## src/sv/sis_pkg.sv

```systemverilog
// shared constants, index tables and result codes for the segment intersection test
// depends on nothing; every other file of the block but sis_hit_if uses it
`default_nettype none

package sis_pkg;

	localparam int COORD_BITS_DEF = 16;

	localparam int NUM_PTS   = 4;
	localparam int NUM_AXES  = 3;
	localparam int NUM_PLANE = 2;
	localparam int NUM_VECS  = 6;
	localparam int NUM_CROSS = 6;
	localparam int NUM_DOTS  = 2;

	// endpoints
	localparam int PT_A = 0;
	localparam int PT_B = 1;
	localparam int PT_C = 2;
	localparam int PT_D = 3;

	// axes
	localparam int AX_X = 0;
	localparam int AX_Y = 1;
	localparam int AX_Z = 2;

	// difference vectors, vec = p - q
	localparam int VEC_AB = 0;
	localparam int VEC_AC = 1;
	localparam int VEC_AD = 2;
	localparam int VEC_CD = 3;
	localparam int VEC_CA = 4;
	localparam int VEC_CB = 5;

	localparam int DIFF_P [NUM_VECS] = '{PT_B, PT_C, PT_D, PT_D, PT_A, PT_B};
	localparam int DIFF_Q [NUM_VECS] = '{PT_A, PT_A, PT_A, PT_C, PT_C, PT_C};

	// cross products u x v; dot k uses crosses 2k and 2k+1
	localparam int CR_AC_AB = 0;
	localparam int CR_AD_AB = 1;
	localparam int CR_CA_CD = 2;
	localparam int CR_CB_CD = 3;
	localparam int CR_AB_CD = 4;
	localparam int CR_AB_AC = 5;

	localparam int CROSS_U [NUM_CROSS] = '{VEC_AC, VEC_AD, VEC_CA, VEC_CB, VEC_AB, VEC_AB};
	localparam int CROSS_V [NUM_CROSS] = '{VEC_AB, VEC_AB, VEC_CD, VEC_CD, VEC_CD, VEC_AC};

	// side values
	localparam int DOT_CD = 0;
	localparam int DOT_AB = 1;

	typedef enum logic [1:0] {
		KIND_NONE      = 2'd0,
		KIND_CROSS     = 2'd1,
		KIND_TOUCH     = 2'd2,
		KIND_COLLINEAR = 2'd3
	} hit_kind_t;

endpackage

`default_nettype wire

```

## src/sv/sis_classify.sv

```systemverilog
// stage 5: sums the dot products, takes their signs and registers the verdict
// depends on sis_pkg
`default_nettype none

module sis_classify #(
	parameter int COORD_BITS = sis_pkg::COORD_BITS_DEF
) (
	input  logic                           clk,
	input  logic                           en,
	input  logic signed [4*COORD_BITS+5:0] prod_s4 [sis_pkg::NUM_DOTS][sis_pkg::NUM_AXES],
	input  logic                           col_s4,
	input  logic                           inside_s4,
	output logic                           hit_s5,
	output sis_pkg::hit_kind_t             kind_s5
);
	import sis_pkg::*;

	localparam int PW   = 4 * COORD_BITS + 6;
	localparam int DOTW = PW + 2;

	logic [DOTW-1:0]     sum  [NUM_DOTS];
	logic [NUM_DOTS-1:0] neg, zero;
	hit_kind_t           kind_d;

	always_comb begin
		for (int m = 0; m < NUM_DOTS; m++) begin
			sum[m] = {{2{prod_s4[m][AX_X][PW-1]}}, prod_s4[m][AX_X]}
				+ {{2{prod_s4[m][AX_Y][PW-1]}}, prod_s4[m][AX_Y]}
				+ {{2{prod_s4[m][AX_Z][PW-1]}}, prod_s4[m][AX_Z]};
			neg[m]  = sum[m][DOTW-1];
			zero[m] = (sum[m] == '0);
		end

		if (neg[DOT_AB] && neg[DOT_CD]) begin
			kind_d = KIND_CROSS;
		end else if ((neg[DOT_AB] && zero[DOT_CD]) || (neg[DOT_CD] && zero[DOT_AB])) begin
			kind_d = KIND_TOUCH;
		end else if (col_s4 && inside_s4) begin
			kind_d = KIND_COLLINEAR;
		end else begin
			kind_d = KIND_NONE;
		end
	end

	always_ff @(posedge clk) begin
		if (en) begin
			kind_s5 <= kind_d;
			hit_s5  <= (kind_d != KIND_NONE);
		end
	end

endmodule

`default_nettype wire

```

## config.mk

```make
export PLATFORM = sky130hd
export DESIGN_NAME = sis_classify
export DESIGN_NICKNAME = d
export VERILOG_FILES = /design/src/sv/sis_pkg.sv /design/src/sv/sis_classify.sv
export SDC_FILE = /design/constraint.sdc
export NUM_CORES = 1
export LEC_CHECK = 0
export BUFFER_PORTS_ARGS = -buffer_cell sky130_fd_sc_hd__buf_2
export CAP_MARGIN = 20
export CORE_UTILIZATION = 49
export DETAILED_ROUTE_END_ITERATION = 8
export GPL_TIMING_DRIVEN = 0
export HOLD_SLACK_MARGIN = 0.08
export PLACE_DENSITY = 0.8
export SLEW_MARGIN = 20
export SYNTH_ARGS = -nofsm -noshare
export SYNTH_HDL_FRONTEND = slang
export SYNTH_SLANG_ARGS = --single-unit
```

## constraint.sdc

```tcl
create_clock -name clk -period 6.4 [get_ports clk]
set_input_delay 0.32 -clock clk [delete_from_list [all_inputs] [get_ports clk]]
set_output_delay 0.32 -clock clk [all_outputs]
set_load 0.01 [all_outputs]
```

# Yosys cells after proc, flatten, opt, wreduce, memory -nomap -nowiden
# Cells that the tools add are included.
[op_classes]
n_mux = 3
addsub = 4
reduce_logical = 8
[op_table]
columns = ["cell", "n"]
rows = [
  ["$add 71x70->72", 2],
  ["$logic_not 72->1", 2],
  ["$add 70x70->71", 2],
  ["$mux 2", 3],
  ["$logic_and 1x1->1", 4],
  ["$reduce_bool 2->1", 1],
  ["$logic_or 1x1->1", 1],
]
[word_totals]
ff_bits = 3

# Longest topological paths before layout
[logic_depth]
word_depth = 8
ltp_mapped = 18

# Least setup slack after synthesis
# No wires, ideal clock.
[synth_path]
path_type = "input to register"
from = "in prod_s4[1] (netlist name)"
to = "reg kind_s5[0] (data pin)"
stages = 14
path_buffers = 0
setup_ns = 0.255
t_arrival_ns = 4.703
setup_slack_ns = 1.442
cell_sequence = "fa_1 -> ha_1 -> fa_1 -> a211oi_1 -> o211a_1 -> a21oi_1 -> or3b_1 -> o22ai_1 -> a22oi_1 -> or4_1 -> or4_1 -> or4_1 -> o32a_1 -> a31o_1"
[synth_between]
elab_chain_cells = 6
word_cells_on_any_way = 8
cone_classes = "add/sub (1); mux (2); reduce/logical (5)"
[synth_lines]
columns = ["item", "line", "source"]
rows = [
  ["from (decl)", "sis_classify.sv:10", "input logic signed [4*COORD_BITS+5:0] prod_s4 [sis_pkg::NUM_DOTS][sis_pkg::NUM_AXES],"],
  ["$add 71x70->72 (*)", "sis_classify.sv:29", "+ {{2{prod_s4[m][AX_Z][PW-1]}}, prod_s4[m][AX_Z]};"],
  ["$logic_not 72->1", "sis_classify.sv:31", "zero[m] = (sum[m] == '0);"],
  ["$logic_and 1x1->1", "sis_classify.sv:36", "end else if ((neg[DOT_AB] && zero[DOT_CD]) || (neg[DOT_CD] && zero[DOT_AB])) begin"],
  ["$logic_or 1x1->1", "sis_classify.sv:36", ""],
  ["$mux 2", "sis_classify.sv:36", ""],
  ["$mux 2 (*)", "sis_classify.sv:34", "if (neg[DOT_AB] && neg[DOT_CD]) begin"],
  ["named net kind_d[0]", "sis_classify.sv:23", "hit_kind_t kind_d;"],
  ["to (signal assigned)", "sis_classify.sv:47", "kind_s5 <= kind_d;"],
  ["to (decl)", "sis_classify.sv:14", "output sis_pkg::hit_kind_t kind_s5"],
]
# Mark *: on every way through the listed nets, which the timed path passes. The rest lies on a longest branch.
# A chain may end at the register's enable or synchronous reset.

# Worst setup path after layout
[layout_path]
from = "in prod_s4[4] (netlist name)"
to = "reg kind_s5[0] (data pin)"
# Same word-level chain as after synthesis.

==> impl_metrics.ini <==
[outcome]
status = finished clean

[synthesis]
synth-edff-count = 3
syn-cell-area_um2 = 14700
synth_ff_type = edfxtp_1
synth_top_area_cell = fa_1
ys_seq_area_share_pct = 0.615
ys.warnings.count = 0
synth_area_leaders = fa_1 (19%), ha_1 (12%), inv_1 (8.7%)
yosysUniqueCellTypes = 90
avgSynthCellArea_um2 = 6.93
ys_ff_latch = 3
synth_top_area_share_pct = 19.4
synth_nets = 2822
synthArstFlopShare_pct = 0
syn_inst = 2116

[clocking]
cts_setup_buffers = 0
ctsResizeCount = 0
cts_tree = built
clock_path_buffers = 2
numClockSinks = 3
htree_num_levels = 1
cts_buffers = 3
clockRootBuffer = clkbuf_16
hold_buffers = 0
clkTransAtPathRegs_ns = 0.03

[placed_design]
place_area_um2 = 17300
dpl.hpwl_um = 52900
place.gp.congestion = 1.02
placed_cells = 2926
portBuffers = 426

[worst_setup_path]
required_ns = 6.38
cp_max_fo = 9
crit_type = primary input to register
end_kind = register
critPathArrivalTime_ns = 5.96
start_kind = primary input

[layout]
fin_area_um2 = 17300
multi_input_area_um2 = 12900
antenna_cells = 0
drive_gt1_share_pct = 19.3
syn_to_final_growth_pct = 18.4
layout_common_cells = buf_2 (454), inv_1 (340), nand2_1 (212), a21oi_1 (204), o21ai_0 (144)
final_common_cell = buf_2
nets = 3253
regArea_um2 = 90.1
fillers = 2822
fin_cells = 2930

[grt]
grt_overflow = 0
first_global_vias = 17700
grt_use_total_pct = 37.9
antenna_found_initial = 0
grt_pass1_wl_um = 91900
grt_max_degree = 11

[detailed_routing]
wirelength_um = 59900
drc = 0
via_count = 18000
via_per_inst = 6.16
drt_iter0_markers = 1843
dr.pass1.iters = 6
drtAntennaViolNets = 0
avgRoutedWirePerCell_um = 20.5

[timing]
slew_viol_final = 0
period_share_pct = 93.4
grt_setup_unrepaired = false
hold_violations = 0
tightest_slew_ns = 1.18
setup_tns_ns = 0
final-setup-viol-count = 0
slew_headroom_pct = 20.8
post-route-min-period_ns = 5.98
fmax_mhz = 167

[min_path]
hold_depth = 1
hold_class = primary input to register

[pwr]
power.ir.vdd_worst_mv = 0.106
p_leak_nw = 8.43
power_density_nw_per_um2 = 192
finalPower_w = 0.00332

[floorplan]
initial_core_util_pct = 50.4
io_pins = 427
core_area_um2 = 29100
dieHeight_um = 175
rows = 62
dieArea_um2 = 30600
dieWidth_um = 175

[run]
max-cap-violations = 0
[area by class of cell]
class | instances | share of cell area [%]
sequential | 3 | 0.519
multi-input combinational | 1679 | 74.3
buffer | 94 | 2.28
inverter | 340 | 7.36
timing repair buffer | 426 | 12.3
tap | 384 | 2.77
clock buffer | 4 | 0.454
[logic make-up after synthesis]
kind of cell,Yosys count,share of synthesized area (%)
compound gates,695,30.9
xor+xnor,58,3.47
fa+ha+maj,282,31.3
buf+inv,434,11.4
flops,3,0.615
mux,16,1.12
simple gates,628,21.2
[where the power goes]
| part | switching, W | leakage (nW) | internal (W) | total [W] |
|---|---|---|---|---|
| Combinational | 0.00209 | 8.36 | 0.00111 | 0.00320 |
| Sequential | 0.00000117 | 0.0290 | 0.0000255 | 0.0000267 |
| Clock | 0.0000197 | 0.0382 | 0.0000825 | 0.000102 |
| Total | 0.00211 | 8.43 | 0.00121 | 0.00332 |
[worst max-delay path, stage by stage]
cell and delay (ns):
buf_2 0.11, fa_1 0.49, ha_1 0.35, and2_4 0.20, a221oi_2 0.52, a211oi_2 0.21
o2111ai_1 0.58, o211ai_1 0.64, a32o_1 0.42, or4_1 0.47, nor4_1 0.41, nand4_1 0.14
or4_1 0.58, o32a_1 0.25, a31o_1 0.23
[final timing paths]
path	from	end	slack, ns
setup / recovery	prod_s4[4]	kind_s5[0]	0.42
hold / removal	en	kind_s5[0]	0.34
[synth_stat cells, drive strengths merged, types with 9 or more instances]
master / n
ha: 140
clkbuf: 64
a22oi: 9
nand2: 213
a31oi: 24
nand4: 74
a221oi: 9
buf: 30
xor2: 34
or3: 13
o22ai: 12
a21boi: 18
o2111ai: 16
a211oi: 24
inv: 340
o221ai: 12
nor4: 23
and3: 10
nand3: 33
nand2b: 14
mux2i: 13
or4: 12
o31ai: 11
xnor2: 24
nor2b: 10
o21a: 42
a21o: 39
o21ai: 152
o21bai: 18
and4: 11
a21oi: 205
fa: 142
nor2: 123
o211ai: 25
nor3: 51
[registers in the layout, summed over array words and instances (netlist names)]
| register | flops |
|---|---|
| hit_s5 | 1 |
| kind_s5 | 2 |
[metal layers]
metal  track usage (%)  up-vias  share of wire (%)
met3              3.22      190                6.7
met2              67.4      958                 48
li1                  -     8393                  -
met5                 0        -                  0
met1              44.3     8495                 38
met4              22.9        0                6.9
[through the flow]
| step | util, % | hold WS (ns) | setup WS [ns] |
|---|---|---|---|
| 6_report | 59.6 | 0.338 | 0.420 |
| 3_3_place_gp | 59.4 | 0.556 | 0.327 |
| 2_1_floorplan | - | 0.432 | 1.44 |
| 4_1_cts | 59.6 | 0.337 | 0.533 |
| 5_1_grt | 59.6 | 0.340 | 0.320 |
| 3_5_place_dp | 59.4 | 0.564 | 0.341 |
(Power assumes the default switching activity.)
